==> config.mk <==
export PLATFORM = sky130hd
export DESIGN_NAME = timing_bit_vote_preamble_deframer
export DESIGN_NICKNAME = d
export VERILOG_FILES = /design/src/sv/tbvpd_pkg.sv /design/src/sv/tbvpd_vote.sv /design/src/sv/tbvpd_deframer.sv /design/src/sv/timing_bit_vote_preamble_deframer.sv
export SDC_FILE = /design/constraint.sdc
export NUM_CORES = 1
export LEC_CHECK = 0
export ABC_AREA = 1
export BUFFER_PORTS_ARGS = -buffer_cell sky130_fd_sc_hd__buf_2
export CAP_MARGIN = 20
export CORE_UTILIZATION = 62
export CTS_BUF_LIST = sky130_fd_sc_hd__clkbuf_4 sky130_fd_sc_hd__clkbuf_8
export CTS_CLUSTER_SIZE = 8
export DETAILED_ROUTE_END_ITERATION = 8
export GPL_TIMING_DRIVEN = 1
export MAX_ROUTING_LAYER = met4
export PLACE_DENSITY = 0.82
export RECOVER_POWER = 50
export SKIP_CTS_REPAIR_TIMING = 1
export SLEW_MARGIN = 0
export SYNTH_ARGS = -nofsm -noshare
export SYNTH_HDL_FRONTEND = slang
export SYNTH_SLANG_ARGS = --single-unit
==> constraint.sdc <==
create_clock -name clk_i -period 3.95 [get_ports clk_i]
set_clock_uncertainty 0.05 [all_clocks]
set_input_delay 0.5925 -clock clk_i [delete_from_list [all_inputs] [get_ports clk_i]]
set_output_delay 0.5925 -clock clk_i [all_outputs]
set_load 0.02 [all_outputs]
==> src/sv/tbvpd_pkg.sv <==
// shared types and constants of the preamble deframer
`timescale 1ns / 1ps
package tbvpd_pkg;

  localparam int unsigned TimeW = 16;
  localparam int unsigned CharW = 8;
  localparam int unsigned HistW = 6;

  // start-of-message pattern, oldest bit first in the msb
  localparam logic [HistW-1:0] Preamble = 6'b101011;
  localparam logic [TimeW-1:0] ThreshReset = 16'd150;

  // one decided bit leaving the vote stage
  typedef struct packed {
    logic valid;
    logic value;
  } vote_bit_t;

  // one result item leaving the deframer
  typedef struct packed {
    logic             valid;
    logic [CharW-1:0] char_out;
    logic             eom;
  } result_t;

endpackage

==> src/sv/tbvpd_vote.sv <==
// miss and hit counters with the per-interval majority decision
`timescale 1ns / 1ps
module tbvpd_vote
  import tbvpd_pkg::*;
#(
  parameter int unsigned COUNT_WIDTH = 16
) (
  input  logic      clk_i,
  input  logic      rst_ni,
  input  logic      en_i,
  input  logic      miss_i,
  input  logic      last_i,
  output vote_bit_t bit_o
);

  logic [COUNT_WIDTH-1:0] miss_q, miss_d, hit_q, hit_d;
  logic [COUNT_WIDTH-1:0] miss_n, hit_n;

  always_comb begin
    miss_n = miss_q;
    hit_n  = hit_q;
    // saturate at all ones
    if (miss_i) begin
      if (miss_q != '1) miss_n = miss_q + COUNT_WIDTH'(1);
    end else begin
      if (hit_q != '1) hit_n = hit_q + COUNT_WIDTH'(1);
    end
    bit_o.valid = en_i & last_i;
    bit_o.value = (miss_n >= hit_n);
    miss_d = miss_q;
    hit_d  = hit_q;
    if (en_i) begin
      miss_d = last_i ? '0 : miss_n;
      hit_d  = last_i ? '0 : hit_n;
    end
  end

  always_ff @(posedge clk_i or negedge rst_ni) begin
    if (!rst_ni) begin
      miss_q <= '0;
      hit_q  <= '0;
    end else begin
      miss_q <= miss_d;
      hit_q  <= hit_d;
    end
  end

endmodule

==> src/sv/tbvpd_deframer.sv <==
// preamble hunt, byte packing and end-of-message detection
`timescale 1ns / 1ps
module tbvpd_deframer
  import tbvpd_pkg::*;
#(
  parameter int unsigned MAX_MSG_BITS = 1024
) (
  input  logic      clk_i,
  input  logic      rst_ni,
  input  vote_bit_t bit_i,
  output result_t   res_o
);

  localparam int unsigned MbW = $clog2(MAX_MSG_BITS + 1);
  localparam logic [MbW-1:0] LimitVal = MbW'(MAX_MSG_BITS);

  logic [HistW-1:0] hist_q, hist_d;
  logic             recv_q, recv_d;
  logic [MbW-1:0]   mb_q, mb_d, mb_n;
  logic [CharW-1:0] byte_q, byte_d, byte_n;
  logic             full, limit;

  always_comb begin
    hist_d = hist_q;
    recv_d = recv_q;
    mb_d   = mb_q;
    byte_d = byte_q;
    res_o  = '0;
    byte_n = {byte_q[CharW-2:0], bit_i.value};
    mb_n   = mb_q + MbW'(1);
    full   = (mb_n[2:0] == 3'd0);
    limit  = (mb_n >= LimitVal);
    if (bit_i.valid) begin
      if (!recv_q) begin
        // history only advances while hunting
        hist_d = {hist_q[HistW-2:0], bit_i.value};
        if (hist_d == Preamble) begin
          recv_d = 1'b1;
          mb_d   = '0;
          byte_d = '0;
        end
      end else begin
        byte_d = byte_n;
        mb_d   = mb_n;
        if (full && byte_n == '0) begin
          // null terminator
          res_o  = '{valid: 1'b1, char_out: '0, eom: 1'b1};
          recv_d = 1'b0;
          mb_d   = '0;
        end else if (limit) begin
          // bit limit, partial byte dropped
          res_o  = '{valid: 1'b1, char_out: (full ? byte_n : '0), eom: 1'b1};
          recv_d = 1'b0;
          mb_d   = '0;
          byte_d = '0;
        end else if (full) begin
          res_o  = '{valid: 1'b1, char_out: byte_n, eom: 1'b0};
          byte_d = '0;
        end
      end
    end
  end

  always_ff @(posedge clk_i or negedge rst_ni) begin
    if (!rst_ni) begin
      hist_q <= '0;
      recv_q <= 1'b0;
      mb_q   <= '0;
      byte_q <= '0;
    end else begin
      hist_q <= hist_d;
      recv_q <= recv_d;
      mb_q   <= mb_d;
      byte_q <= byte_d;
    end
  end

endmodule

==> src/sv/timing_bit_vote_preamble_deframer.sv <==
// top level of the majority-vote preamble deframer
`timescale 1ns / 1ps
//
// channel   | direction | tdata            | tlast
// ----------+-----------+------------------+----------------
// s_axis    | in        | [15:0] probe_lat | window_end
// m_axis    | out       | [7:0] char_out   | end_of_message
// cfg       | in        | [15:0] threshold | -
//
// one item per cycle unless stalled: an item is registered on entry, then
// voted and deframed by short logic; its result lands in the output register
// a stalled output holds the result and the input register in place; the
// input stays ready as long as the output register is empty or being drained
// reset clears counters, preamble history and the receive state, and loads
// the miss threshold with 150
module timing_bit_vote_preamble_deframer
  import tbvpd_pkg::*;
#(
  parameter int unsigned MAX_MSG_BITS = 1024,
  parameter int unsigned COUNT_WIDTH  = 16
) (
  input  logic             clk_i,
  input  logic             rst_ni,
  input  logic             cfg_we_i,
  input  logic [TimeW-1:0] cfg_wdata_i,   // hit_threshold
  input  logic             s_axis_tvalid,
  output logic             s_axis_tready,
  input  logic [TimeW-1:0] s_axis_tdata,  // [15:0] probe_lat
  input  logic             s_axis_tlast,  // window_end
  output logic             m_axis_tvalid,
  input  logic             m_axis_tready,
  output logic [CharW-1:0] m_axis_tdata,  // [7:0] char_out
  output logic             m_axis_tlast   // end_of_message
);

  logic [TimeW-1:0] thresh_q;

  // input register
  logic             st_valid_q;
  logic [TimeW-1:0] st_time_q;
  logic             st_last_q;

  // output register
  logic             out_valid_q, out_valid_d;
  logic [CharW-1:0] out_char_q;
  logic             out_eom_q;

  logic      fire;
  vote_bit_t vote_bit;
  result_t   res;

  // stage moves when the output register can take whatever it produces
  assign fire          = st_valid_q & (~out_valid_q | m_axis_tready);
  assign s_axis_tready = ~st_valid_q | fire;

  always_ff @(posedge clk_i or negedge rst_ni) begin
    if (!rst_ni) begin
      thresh_q <= ThreshReset;
    end else if (cfg_we_i) begin
      thresh_q <= cfg_wdata_i;
    end
  end

  always_ff @(posedge clk_i or negedge rst_ni) begin
    if (!rst_ni) begin
      st_valid_q <= 1'b0;
    end else if (s_axis_tready) begin
      st_valid_q <= s_axis_tvalid;
    end
  end

  always_ff @(posedge clk_i) begin
    if (s_axis_tready && s_axis_tvalid) begin
      st_time_q <= s_axis_tdata;
      st_last_q <= s_axis_tlast;
    end
  end

  tbvpd_vote #(
    .COUNT_WIDTH(COUNT_WIDTH)
  ) u_vote (
    .clk_i (clk_i),
    .rst_ni(rst_ni),
    .en_i  (fire),
    .miss_i(st_time_q > thresh_q),
    .last_i(st_last_q),
    .bit_o (vote_bit)
  );

  tbvpd_deframer #(
    .MAX_MSG_BITS(MAX_MSG_BITS)
  ) u_deframer (
    .clk_i (clk_i),
    .rst_ni(rst_ni),
    .bit_i (vote_bit),
    .res_o (res)
  );

  always_comb begin
    out_valid_d = out_valid_q;
    if (fire) begin
      out_valid_d = res.valid;
    end else if (m_axis_tready) begin
      out_valid_d = 1'b0;
    end
  end

  always_ff @(posedge clk_i or negedge rst_ni) begin
    if (!rst_ni) begin
      out_valid_q <= 1'b0;
    end else begin
      out_valid_q <= out_valid_d;
    end
  end

  always_ff @(posedge clk_i) begin
    if (fire && res.valid) begin
      out_char_q <= res.char_out;
      out_eom_q  <= res.eom;
    end
  end

  assign m_axis_tvalid = out_valid_q;
  assign m_axis_tdata  = out_char_q;
  assign m_axis_tlast  = out_eom_q;

endmodule
==> flow_summary.json <==
{
  "worst_setup_path_start_kind": "flop",
  "hold_start": "s_axis_tdata[12]",
  "num_io_pins": 49,
  "globalplace.congestion": 0.962,
  "dieArea_mm2": 0.0101,
  "grt_max_degree": 75,
  "grt_pass1_vias": 5300,
  "drc_errors": 0,
  "yosysUniqueCellTypes": 38,
  "endpoint_kind": "flop",
  "die_y_um": 101,
  "num-nets-final": 915,
  "multiInputGateArea_mm2": 0.00293,
  "drv_cap": 1,
  "worstRegToRegCells": 22,
  "avgSynthCellArea_um2": 7.67,
  "start_util_pct": 64.6,
  "synth.largest_area_cell": "dfrtp_1",
  "overflow": 0,
  "tightest_slew_ns": 1.90,
  "drt_iter0_markers": 266,
  "tritoncts": "yes",
  "ys.flop_type": "dfrtp_1",
  "slew_violations": 75,
  "vdd_ir_drop_max_v": 0.000441,
  "power_leakage_nw": 3.38,
  "regArea_mm2": 0.00264,
  "cts_buffers": 9,
  "synthesis.nets": 860,
  "drive_gt1_share_pct": 13.9,
  "worstPathMaxFanout": 19,
  "diodes": 0,
  "hold_path_depth": 1,
  "dp_hpwl_um": 9440,
  "cts_buffer_depth": 2,
  "stdcell_count": 975,
  "synth_commonest_cells": "nand2_1, inv_1, dfrtp_1",
  "max_freq_ghz": 0.275,
  "yosysMostFrequentCell": "nand2_1",
  "ant_nets": 0,
  "synth_edf_count": 26,
  "required_ns": 4.15,
  "cp_slowest_stage_delay_ns": 0.53,
  "seq_area_frac_synth_pct": 43.8,
  "core_mm2": 0.00933,
  "yosysWarnings": 0,
  "die_w_um": 101,
  "antenna_found_initial": 0,
  "clk_pin_slew_ns": 0.10,
  "reg2reg_slack_ns": 0.31,
  "fillCellCount": 729,
  "fin_crit_ns": 3.64,
  "clockRootBuffer": "clkbuf_8",
  "first_pass_iters": 8,
  "violations": "capacitance limit, slew limit",
  "placementRows": 35,
  "cp_slowest_cell": "dfstp_2",
  "clkLatencyLatePin_ns": 0.37,
  "relSlewSlack_pct": -26.6,
  "grt_use_total_pct": 29.1,
  "num_vias": 5245,
  "routed_wl_um": 13300,
  "htreeDepth": 3,
  "place_inst": 952,
  "hold_path_end": "st_time_q[12]",
  "crit_type": "flop to flop",
  "wl_per_cell_um": 13.6,
  "area_growth_pct": 11.2,
  "synthCells": 786,
  "power.density_mw_per_mm2": 450,
  "rr_startpoint": "thresh_q[7]",
  "ys_top_cells_by_area": "dfrtp_1, nand2_1, edfxtp_1",
  "timing.rr.end": "u_deframer.recv_q",
  "grt_pass1_wl_um": 22700,
  "cp_data_arrival_time_ns": 3.84,
  "syn-cell-area_mm2": 0.00603,
  "post-route-period-util_pct": 92.2,
  "synth_top_area_share_pct": 29.1,
  "ys_ff_latch": 100,
  "status": "finished, violations left",
  "cp_cell_sequence": "inv_1 -> ha_1 -> nand2_1 -> inv_1 -> nor3_1 -> nand2_1 -> nand2_1 -> nand2_2 -> nand2_4 -> buf_6 -> o21ai_0 -> nand2_1 -> inv_1 -> ha_1 -> a21oi_1 -> o21ai_0 -> a21oi_2 -> nand2_2 -> nand2_2 -> nand2_2 -> buf_4 -> a22o_1",
  "clock_sinks": 100,
  "hp-class": "primary input to flop",
  "portBuffers": 48,
  "finalHoldViolCount": 0,
  "finalSetupViolCount": 0,
  "setup_tns_ns": 0,
  "synthArstFlopShare_pct": 74.0,
  "viasPerCell": 5.38
}
[through the flow]
| step | setup slack [ns] | power (W) | cell area [um2] | hold slack, ns | util (%) |
|---|---|---|---|---|---|
| floorplan | 0.758 | 0.00201 | 6030 | 0.247 | - |
| global placement | 0.240 | 0.00221 | 6380 | 0.422 | 68.5 |
| detailed placement | 0.0541 | 0.00227 | 6380 | 0.440 | 68.5 |
| CTS | -0.000498 | 0.00296 | 6600 | 0.330 | 70.7 |
| global route | -0.0273 | 0.00325 | 6710 | 0.325 | 71.9 |
| finish | 0.308 | 0.00302 | 6710 | 0.345 | 71.9 |
[critical path, delay by kind of cell, from the launching register on]
| family | cells | cell delay, ns |
|---|---|---|
| AND/OR/NAND/NOR | 10 | 1.05 |
| AO/OA/AOI/OAI | 5 | 0.77 |
| adder cells (fa/ha/maj) | 2 | 0.61 |
| flip-flops | 1 | 0.53 |
| buffers and inverters | 5 | 0.50 |
[power by group]
group / switching (W) / leakage (nW) / internal (W)
clock: 0.000367 / 0.110 / 0.000327
sequential: 0.000125 / 1.16 / 0.00123
combinational: 0.000613 / 2.10 / 0.000356
[cells by family after synthesis]
group / share of synthesized area [%]
AO/OA/AOI/OAI: 7.62
multiplexers: 0.187
adder cells (fa/ha/maj): 7.47
buffers and inverters: 8.57
flip-flops: 43.8
XOR/XNOR: 2.62
AND/OR/NAND/NOR: 29.8
[final cells by class]
| type | count | area share, % |
|---|---|---|
| Clock buffer | 11 | 2.16 |
| Clock inverter | 5 | 0.970 |
| Inverter | 111 | 6.32 |
| Multi-Input combinational cell | 559 | 43.6 |
| Sequential cell | 100 | 39.3 |
| Tap cell | 129 | 2.41 |
| Timing Repair Buffer | 60 | 5.17 |
[per-layer routing]
layer / vias up / wire length (um) / track usage, %
li1: 2620 / - / -
met1: 2453 / 5560 / 33.6
met2: 149 / 6900 / 51.3
met3: 23 / 606 / 5.20
met4: 0 / 227 / 9.36
met5: - / 0 / -
[how the worst max path moves through the flow]
stage	start	to	slack, ns	depth (start not counted)
detailed placement	thresh_q[1]	u_deframer.mb_q[1]	0.05	29
CTS	thresh_q[1]	u_deframer.mb_q[1]	-0.0005	29
global route	thresh_q[1]	u_deframer.mb_q[5]	-0.03	30
floorplan	thresh_q[1]	u_deframer.mb_q[8]	0.76	30
finish	thresh_q[7]	u_deframer.recv_q	0.31	22
global placement	thresh_q[1]	u_deframer.mb_q[2]	0.24	29
[state kept, by name, summed over array words and instances (netlist names)]
name and count:
m_axis_tdata 8, m_axis_tlast 1, m_axis_tvalid 1, st_last_q 1
st_time_q 16, st_valid_q 1, thresh_q 16, u_deframer.byte_q 7
u_deframer.hist_q 5, u_deframer.mb_q 11, u_deframer.recv_q 1, u_vote.hit_q 16
u_vote.miss_q 16
[cells in the final DEF (no fill, tap or decap), types with 16 or more instances in the layout]
cell type  count
nand2_1      250
xor2_1        16
inv_1        106
dfrtp_1       70
nand3_1       57
nor2_1        52
edfxtp_1      26
nor3_1        16
buf_2         45
ha_1          36
o21ai_0       46
a21oi_1       27
No activity file was read; power rests on OpenSTA's default activity.
